[src/sv/bpd_pkg.sv]
`timescale 1ns / 1ps

package bpd_pkg;

    localparam int BYTE_W        = 8;
    localparam int MASK_W        = 16;
    localparam int CRC_W         = 16;
    localparam int EVENT_W       = 2;
    localparam int CFG_INDEX_W   = 2;
    localparam int CFG_DATA_W    = 16;
    localparam int NUM_COMMANDS  = 16;

    // configuration register indexes
    localparam logic [CFG_INDEX_W-1:0] CFG_PREAMBLE     = 2'd0;
    localparam logic [CFG_INDEX_W-1:0] CFG_HANDLER_MASK = 2'd1;

    typedef enum logic [2:0] {
        PH_IDLE    = 3'd0,
        PH_CMD     = 3'd1,
        PH_LEN     = 3'd2,
        PH_PAYLOAD = 3'd3,
        PH_CRC_HI  = 3'd4,
        PH_CRC_LO  = 3'd5
    } phase_t;

    typedef enum logic [EVENT_W-1:0] {
        EV_NONE     = 2'd0,
        EV_PAYLOAD  = 2'd1,
        EV_COMPLETE = 2'd2
    } event_t;

    typedef struct packed {
        event_t             ev;
        logic [BYTE_W-1:0]  payload_byte;
        logic [BYTE_W-1:0]  payload_index;
        logic               last_payload;
        logic [BYTE_W-1:0]  command_code;
        logic [BYTE_W-1:0]  payload_length;
        logic [CRC_W-1:0]   received_crc;
        logic               dispatch;
        logic               busy;
    } result_t;

endpackage

[src/sv/bpd_step.sv]
`timescale 1ns / 1ps

// per-byte framing state machine and result decode
module bpd_step
(
    input  logic                          clk,
    input  logic                          rst_n,
    input  logic                          advance,
    input  logic [bpd_pkg::BYTE_W-1:0]    byte_in,
    input  logic [bpd_pkg::BYTE_W-1:0]    preamble,
    input  logic [bpd_pkg::MASK_W-1:0]    handler_mask,
    output bpd_pkg::result_t              result
);

    bpd_pkg::phase_t              phase_reg, phase_next;
    logic [bpd_pkg::BYTE_W-1:0]   cmd_reg, cmd_next;
    logic [bpd_pkg::BYTE_W-1:0]   len_reg, len_next;
    logic [bpd_pkg::BYTE_W-1:0]   cnt_reg, cnt_next;
    logic [bpd_pkg::BYTE_W-1:0]   crc_hi_reg, crc_hi_next;
    logic                         is_last;
    logic                         cmd_ok;

    assign is_last = ({1'b0, cnt_reg} + 9'd1) >= {1'b0, len_reg};
    assign cmd_ok  = (32'(cmd_reg) < bpd_pkg::NUM_COMMANDS) && (cmd_reg < 8'd16)
                     && handler_mask[cmd_reg[3:0]];

    // next phase
    always_comb
    begin
        phase_next = phase_reg;
        unique case (phase_reg)
            bpd_pkg::PH_IDLE:
            begin
                if (byte_in == preamble)
                    phase_next = bpd_pkg::PH_CMD;
            end
            bpd_pkg::PH_CMD:     phase_next = bpd_pkg::PH_LEN;
            bpd_pkg::PH_LEN:
            begin
                // zero length skips the payload
                phase_next = (byte_in == '0) ? bpd_pkg::PH_CRC_HI : bpd_pkg::PH_PAYLOAD;
            end
            bpd_pkg::PH_PAYLOAD:
            begin
                if (is_last)
                    phase_next = bpd_pkg::PH_CRC_HI;
            end
            bpd_pkg::PH_CRC_HI:  phase_next = bpd_pkg::PH_CRC_LO;
            bpd_pkg::PH_CRC_LO:  phase_next = bpd_pkg::PH_IDLE;
            default:             phase_next = bpd_pkg::PH_IDLE;
        endcase
    end

    // datapath registers and result
    always_comb
    begin
        cmd_next    = cmd_reg;
        len_next    = len_reg;
        cnt_next    = cnt_reg;
        crc_hi_next = crc_hi_reg;
        result      = '0;
        result.ev   = bpd_pkg::EV_NONE;
        unique case (phase_reg)
            bpd_pkg::PH_IDLE:    ;
            bpd_pkg::PH_CMD:     cmd_next = byte_in;
            bpd_pkg::PH_LEN:
            begin
                len_next = byte_in;
                cnt_next = '0;
            end
            bpd_pkg::PH_PAYLOAD:
            begin
                result.ev            = bpd_pkg::EV_PAYLOAD;
                result.payload_byte  = byte_in;
                result.payload_index = cnt_reg;
                result.last_payload  = is_last;
                cnt_next             = cnt_reg + 8'd1;
            end
            bpd_pkg::PH_CRC_HI:  crc_hi_next = byte_in;
            bpd_pkg::PH_CRC_LO:
            begin
                result.ev           = bpd_pkg::EV_COMPLETE;
                result.received_crc = {crc_hi_reg, byte_in};
                result.dispatch     = cmd_ok;
            end
            default:
            begin
                // unused phase code: clear everything
                cmd_next    = '0;
                len_next    = '0;
                cnt_next    = '0;
                crc_hi_next = '0;
            end
        endcase
        result.command_code   = cmd_next;
        result.payload_length = len_next;
        result.busy           = (phase_next != bpd_pkg::PH_IDLE);
    end

    always_ff @(posedge clk or negedge rst_n)
    begin
        if (!rst_n)
        begin
            phase_reg  <= bpd_pkg::PH_IDLE;
            cmd_reg    <= '0;
            len_reg    <= '0;
            cnt_reg    <= '0;
            crc_hi_reg <= '0;
        end
        else if (advance)
        begin
            phase_reg  <= phase_next;
            cmd_reg    <= cmd_next;
            len_reg    <= len_next;
            cnt_reg    <= cnt_next;
            crc_hi_reg <= crc_hi_next;
        end
    end

endmodule

[src/sv/bpd_out_reg.sv]
`timescale 1ns / 1ps

// result register with valid/ready toward the receiver
module bpd_out_reg
(
    input  logic              clk,
    input  logic              rst_n,
    input  logic              load_valid,
    output logic              load_ready,
    input  bpd_pkg::result_t  load_data,
    output logic              out_valid,
    input  logic              out_ready,
    output bpd_pkg::result_t  out_data
);

    logic              valid_reg;
    bpd_pkg::result_t  data_reg;

    assign load_ready = !valid_reg || out_ready;
    assign out_valid  = valid_reg;
    assign out_data   = data_reg;

    always_ff @(posedge clk or negedge rst_n)
    begin
        if (!rst_n)
            valid_reg <= 1'b0;
        else if (load_ready)
            valid_reg <= load_valid;
    end

    always_ff @(posedge clk)
    begin
        if (load_ready && load_valid)
            data_reg <= load_data;
    end

endmodule

[src/sv/byte_packet_deframer.sv]
`timescale 1ns / 1ps

// byte packet deframer
// frame: preamble, command, length, length payload bytes, crc high, crc low
// input channel (in_valid/in_ready, rx_byte): one received byte per transfer
// output channel (out_valid/out_ready): exactly one result per input byte;
//   event_res says nothing, payload byte (with index and last flag) or
//   packet complete (with command, length, crc and dispatch flag)
// config channel (cfg_valid/cfg_ready): cfg_index 0 preamble byte,
//   1 handler mask; other indexes are dropped; always ready, write only
//   while no byte is in flight
// path: a taken byte lands in the input register; its result is loaded
//   into the output register as soon as that register can take it
// throughput: one byte per cycle while results are taken; framing state is a
//   combinational update between the input register and the result register
// reset: back to waiting for the preamble, both config registers zero
// receiver stall: the result register holds; the input register keeps
//   one more byte, then in_ready drops until the receiver takes a result
module byte_packet_deframer
(
    input  logic                               clk,
    input  logic                               rst_n,
    input  logic                               in_valid,
    output logic                               in_ready,
    input  logic [bpd_pkg::BYTE_W-1:0]         rx_byte,
    output logic                               out_valid,
    input  logic                               out_ready,
    output logic [bpd_pkg::EVENT_W-1:0]        event_res,
    output logic [bpd_pkg::BYTE_W-1:0]         payload_byte,
    output logic [bpd_pkg::BYTE_W-1:0]         payload_index,
    output logic                               last_payload,
    output logic [bpd_pkg::BYTE_W-1:0]         command_code,
    output logic [bpd_pkg::BYTE_W-1:0]         payload_length,
    output logic [bpd_pkg::CRC_W-1:0]          received_crc,
    output logic                               dispatch,
    output logic                               busy_res,
    input  logic                               cfg_valid,
    output logic                               cfg_ready,
    input  logic [bpd_pkg::CFG_INDEX_W-1:0]    cfg_index,
    input  logic [bpd_pkg::CFG_DATA_W-1:0]     cfg_data
);

    // config registers
    logic [bpd_pkg::BYTE_W-1:0]  preamble_reg;
    logic [bpd_pkg::MASK_W-1:0]  mask_reg;

    // input register
    logic                        in_valid_reg;
    logic [bpd_pkg::BYTE_W-1:0]  in_byte_reg;

    logic                        load_ready;
    logic                        advance;
    bpd_pkg::result_t            step_result;
    bpd_pkg::result_t            out_data;

    assign cfg_ready = 1'b1;

    always_ff @(posedge clk or negedge rst_n)
    begin
        if (!rst_n)
        begin
            preamble_reg <= '0;
            mask_reg     <= '0;
        end
        else if (cfg_valid && cfg_ready)
        begin
            if (cfg_index == bpd_pkg::CFG_PREAMBLE)
                preamble_reg <= cfg_data[bpd_pkg::BYTE_W-1:0];
            else if (cfg_index == bpd_pkg::CFG_HANDLER_MASK)
                mask_reg <= cfg_data;
        end
    end

    // the held byte steps the state machine when the result register frees up
    assign advance  = in_valid_reg && load_ready;
    assign in_ready = !in_valid_reg || load_ready;

    always_ff @(posedge clk or negedge rst_n)
    begin
        if (!rst_n)
            in_valid_reg <= 1'b0;
        else if (in_ready)
            in_valid_reg <= in_valid;
    end

    always_ff @(posedge clk)
    begin
        if (in_ready && in_valid)
            in_byte_reg <= rx_byte;
    end

    bpd_step u_step
    (
        .clk          (clk),
        .rst_n        (rst_n),
        .advance      (advance),
        .byte_in      (in_byte_reg),
        .preamble     (preamble_reg),
        .handler_mask (mask_reg),
        .result       (step_result)
    );

    bpd_out_reg u_out
    (
        .clk        (clk),
        .rst_n      (rst_n),
        .load_valid (in_valid_reg),
        .load_ready (load_ready),
        .load_data  (step_result),
        .out_valid  (out_valid),
        .out_ready  (out_ready),
        .out_data   (out_data)
    );

    assign event_res      = bpd_pkg::EVENT_W'(out_data.ev);
    assign payload_byte   = out_data.payload_byte;
    assign payload_index  = out_data.payload_index;
    assign last_payload   = out_data.last_payload;
    assign command_code   = out_data.command_code;
    assign payload_length = out_data.payload_length;
    assign received_crc   = out_data.received_crc;
    assign dispatch       = out_data.dispatch;
    assign busy_res       = out_data.busy;

endmodule

[config.mk]
export PLATFORM = sky130hd
export DESIGN_NAME = byte_packet_deframer
export DESIGN_NICKNAME = d
export VERILOG_FILES = /design/src/sv/bpd_pkg.sv /design/src/sv/bpd_step.sv /design/src/sv/bpd_out_reg.sv /design/src/sv/byte_packet_deframer.sv
export SDC_FILE = /design/constraint.sdc
export NUM_CORES = 1
export LEC_CHECK = 0
export ABC_CLOCK_PERIOD_IN_PS = 4150
export BUFFER_PORTS_ARGS = -buffer_cell sky130_fd_sc_hd__buf_2
export CORE_ASPECT_RATIO = 0.5
export CORE_MARGIN = 2
export CORE_UTILIZATION = 56
export DETAILED_ROUTE_END_ITERATION = 8
export GPL_TIMING_DRIVEN = 0
export PLACE_DENSITY = 0.9
export SYNTH_ARGS = -nofsm -noshare
export SYNTH_HDL_FRONTEND = slang
export SYNTH_SLANG_ARGS = --single-unit
[constraint.sdc]
create_clock -name clk -period 4.15 [get_ports clk]
set_input_delay 0.415 -clock clk [delete_from_list [all_inputs] [get_ports clk]]
set_output_delay 0.415 -clock clk [all_outputs]
set_load 0.05 [all_outputs]
==> impl_metrics.toml <==
[clock_tree]
cts_resized = 0
cts_buffers = 17
postCtsSetupBuffers = 0
clk_path_buf_depth = 2
cts_tree = "built"
htree_levels = 4
root_buffer = "clkbuf_16"
hold_buffers = 0
clock_sinks = 122
path_clk_slew_ns = 0.05
clock_latency_ns = 0.41

[setup_path]
path_cells = "and2_1, nand4_1, nor2_1, xor2_1, ha_1, and3_1, a221oi_1, o21ai_0, a41oi_1, nor2_1"
arrival_ns = 3.20
ff2ff_setup_slack_ns = 1.10
cpMostUsedCell = "nor2_1"
slowest_delay_ns = 0.47
rr_endpoint = "u_out.out_data[34]"
crit_buf_inv = 0
cp_slowest_cell = "a41oi_1"
startpoint_type = "register"
cp_max_fo = 6
cp_data_required_time_ns = 4.29
crit_path_end_kind = "register"
worstSetupPathType = "register to register"
r2r-start = "u_step.cnt_reg[2]"
critPathTopFamily = "compound AO/OA/AOI/OAI gates"
reg2reg_depth = 10

[grt]
grt-busiest-layer = "met2"
grtUsageMet2 = 0.3752
grt_pass1_vias = 3682
gr-total-overflow = 0
grtUsageMet3 = 0.07152
grt_use_met1 = 0.3067
grt_pass1_wl_um = 18320
grt_use_total = 0.2376
grt_max_degree = 62
antenna_found_initial = 0

[synthesis]
synth_nets = 450
synth-main-ff-cell = "edfxtp_1"
synth_cell_types = 45
synthArstFlopShare = 0.5000
yosys_warnings = 0
ys_seq_elements = 122
synth-edff-count = 61
seq_area_frac_synth = 0.6283
syn_inst = 410
syn_area_per_cell_um2 = 13.04
synth_area_mm2 = 0.005345

[die]
core_mm2 = 0.009353
io_pins = 87
die_height_um = 73.09
die_area_mm2 = 0.01039
die_w_um = 142.2
start_util = 0.5715
row_count = 25

[timing]
slew_viol_final = 0
worst_slew_pin_slew_ns = 0.7766
fin_worst_skew_ns = 0.007325
max_freq_mhz = 327.5
rsz0062_at_grt = "no"
setup_tns_ns = 0
fin_crit_sh = 0.7357
setup_violations = 0
hold_violations = 0
fin_crit_ns = 3.053
slew_headroom = 0.4823

[power]
swShare = 0.3412
p_clk_frac = 0.329
p_sw_w = 0.001564
intPower_w = 0.003020
comb_power_share = 0.295
power_density_mw_per_mm2 = 700.0
seq_power_share = 0.376
total_power_w = 0.004584
ir_drop_uv = 406.6
cellLeakagePower_nw = 2.896

[route]
routedWlPerCell_um = 17.84
vias = 3766
drt_iter0_markers = 368
wirelength_um = 11580
ant_nets = 0
drtPass1Iterations = 6
drc = 0
viasPerCell = 5.803

[layout]
finalInstanceArea_mm2 = 0.006549
antenna_cells = 0
final_cell_mix = "88 x buf_2, 61 x edfxtp_1, 61 x dfrtp_1"
stdcell_count = 649
final_common_cell = "buf_2"
largest_reg_flops = 53
area_growth_pct = 22.52
fin_nets = 555
drive_above_1_share = 0.3106

[placement]
portBuffers = 85
globalplace.congestion = 0.9096
hpwlAfterDp_um = 7601
post_dp_cell_area_mm2 = 0.005943
placed_cells = 617

[worst_hold_path]
hold_path.class = "input port to asynchronous set/reset pin"

[status]
run_status = "complete, no violations"

[job]
maxCapViolCount = 0
-- power groups by stage --
stage	registers [W]	clock network (W)	logic [W]
after floorplan	0.00202	0	0.000685
after global placement	0.00173	0	0.00127
after detailed placement	0.00174	0	0.00133
after CTS	0.00172	0.00152	0.00134
after global routing	0.00175	0.00157	0.00146
final	0.00172	0.00151	0.00135
-- logic make-up after synthesis --
family | share of synthesized area
XOR/XNOR | 0.02294
buffers and inverters | 0.02341
other | 0.0007016
adder cells (fa/ha/maj) | 0.02107
multiplexers | 0.1060
AO/OA/AOI/OAI | 0.08217
AND/OR/NAND/NOR | 0.1154
flip-flops | 0.6283
-- final cells by class --
type,instances,area (um^2)
inverters,11,41.29
well taps,121,151.4
repair buffers,86,447.9
fillers,609,2804
flip-flops and latches,122,3358
clock buffers,21,450.4
clock inverters,11,152.6
plain buffers,18,85.08
multi-input cells,259,1862
-- cells in the mapped netlist (all sizes together) (6+ instances only) --
master | n | area (um^2)
o21ai | 25 | 125.1
mux2 | 39 | 439.2
xor2 | 10 | 87.58
ha | 9 | 112.6
dfrtp | 61 | 1526
inv | 11 | 41.29
clkbuf | 11 | 41.29
and3 | 18 | 112.6
a22oi | 8 | 60.06
edfxtp | 61 | 1832
nor2 | 14 | 52.55
nand3 | 6 | 30.03
buf | 7 | 42.54
and2 | 18 | 112.6
nand2 | 44 | 165.2
a21oi | 12 | 60.06
o22ai | 6 | 37.54
-- through the flow --
step / hold slack (ns) / util / setup slack (ns)
after floorplan: 0.1194 / - / 0.8809
after detailed placement: 0.4674 / 0.6355 / 1.189
final: 0.07446 / 0.7002 / 1.097
after global routing: 0.1388 / 0.7002 / 0.9313
after CTS: 0.1691 / 0.6999 / 1.167
after global placement: 0.4576 / 0.6332 / 0.3582
-- routing by layer --
layer	share of wire	vias to the layer above
li1	-	1718
met1	0.42	1828
met2	0.48	187
met3	0.082	33
met4	0.022	0
met5	0	-
-- how the worst max path moves through the flow --
stage,startpoint,to,cells past startpoint
2_1_floorplan,u_out.out_valid,u_step.len_reg[0],5
3_3_place_gp,out_ready,u_step.len_reg[6],6
3_5_place_dp,u_step.cnt_reg[2],u_out.out_data[34],10
4_1_cts,u_step.cnt_reg[2],u_out.out_data[34],10
5_1_grt,u_step.cnt_reg[2],u_out.out_data[34],10
6_report,u_step.cnt_reg[2],u_out.out_data[34],10
Note: power is estimated with default switching activity, not from simulation.
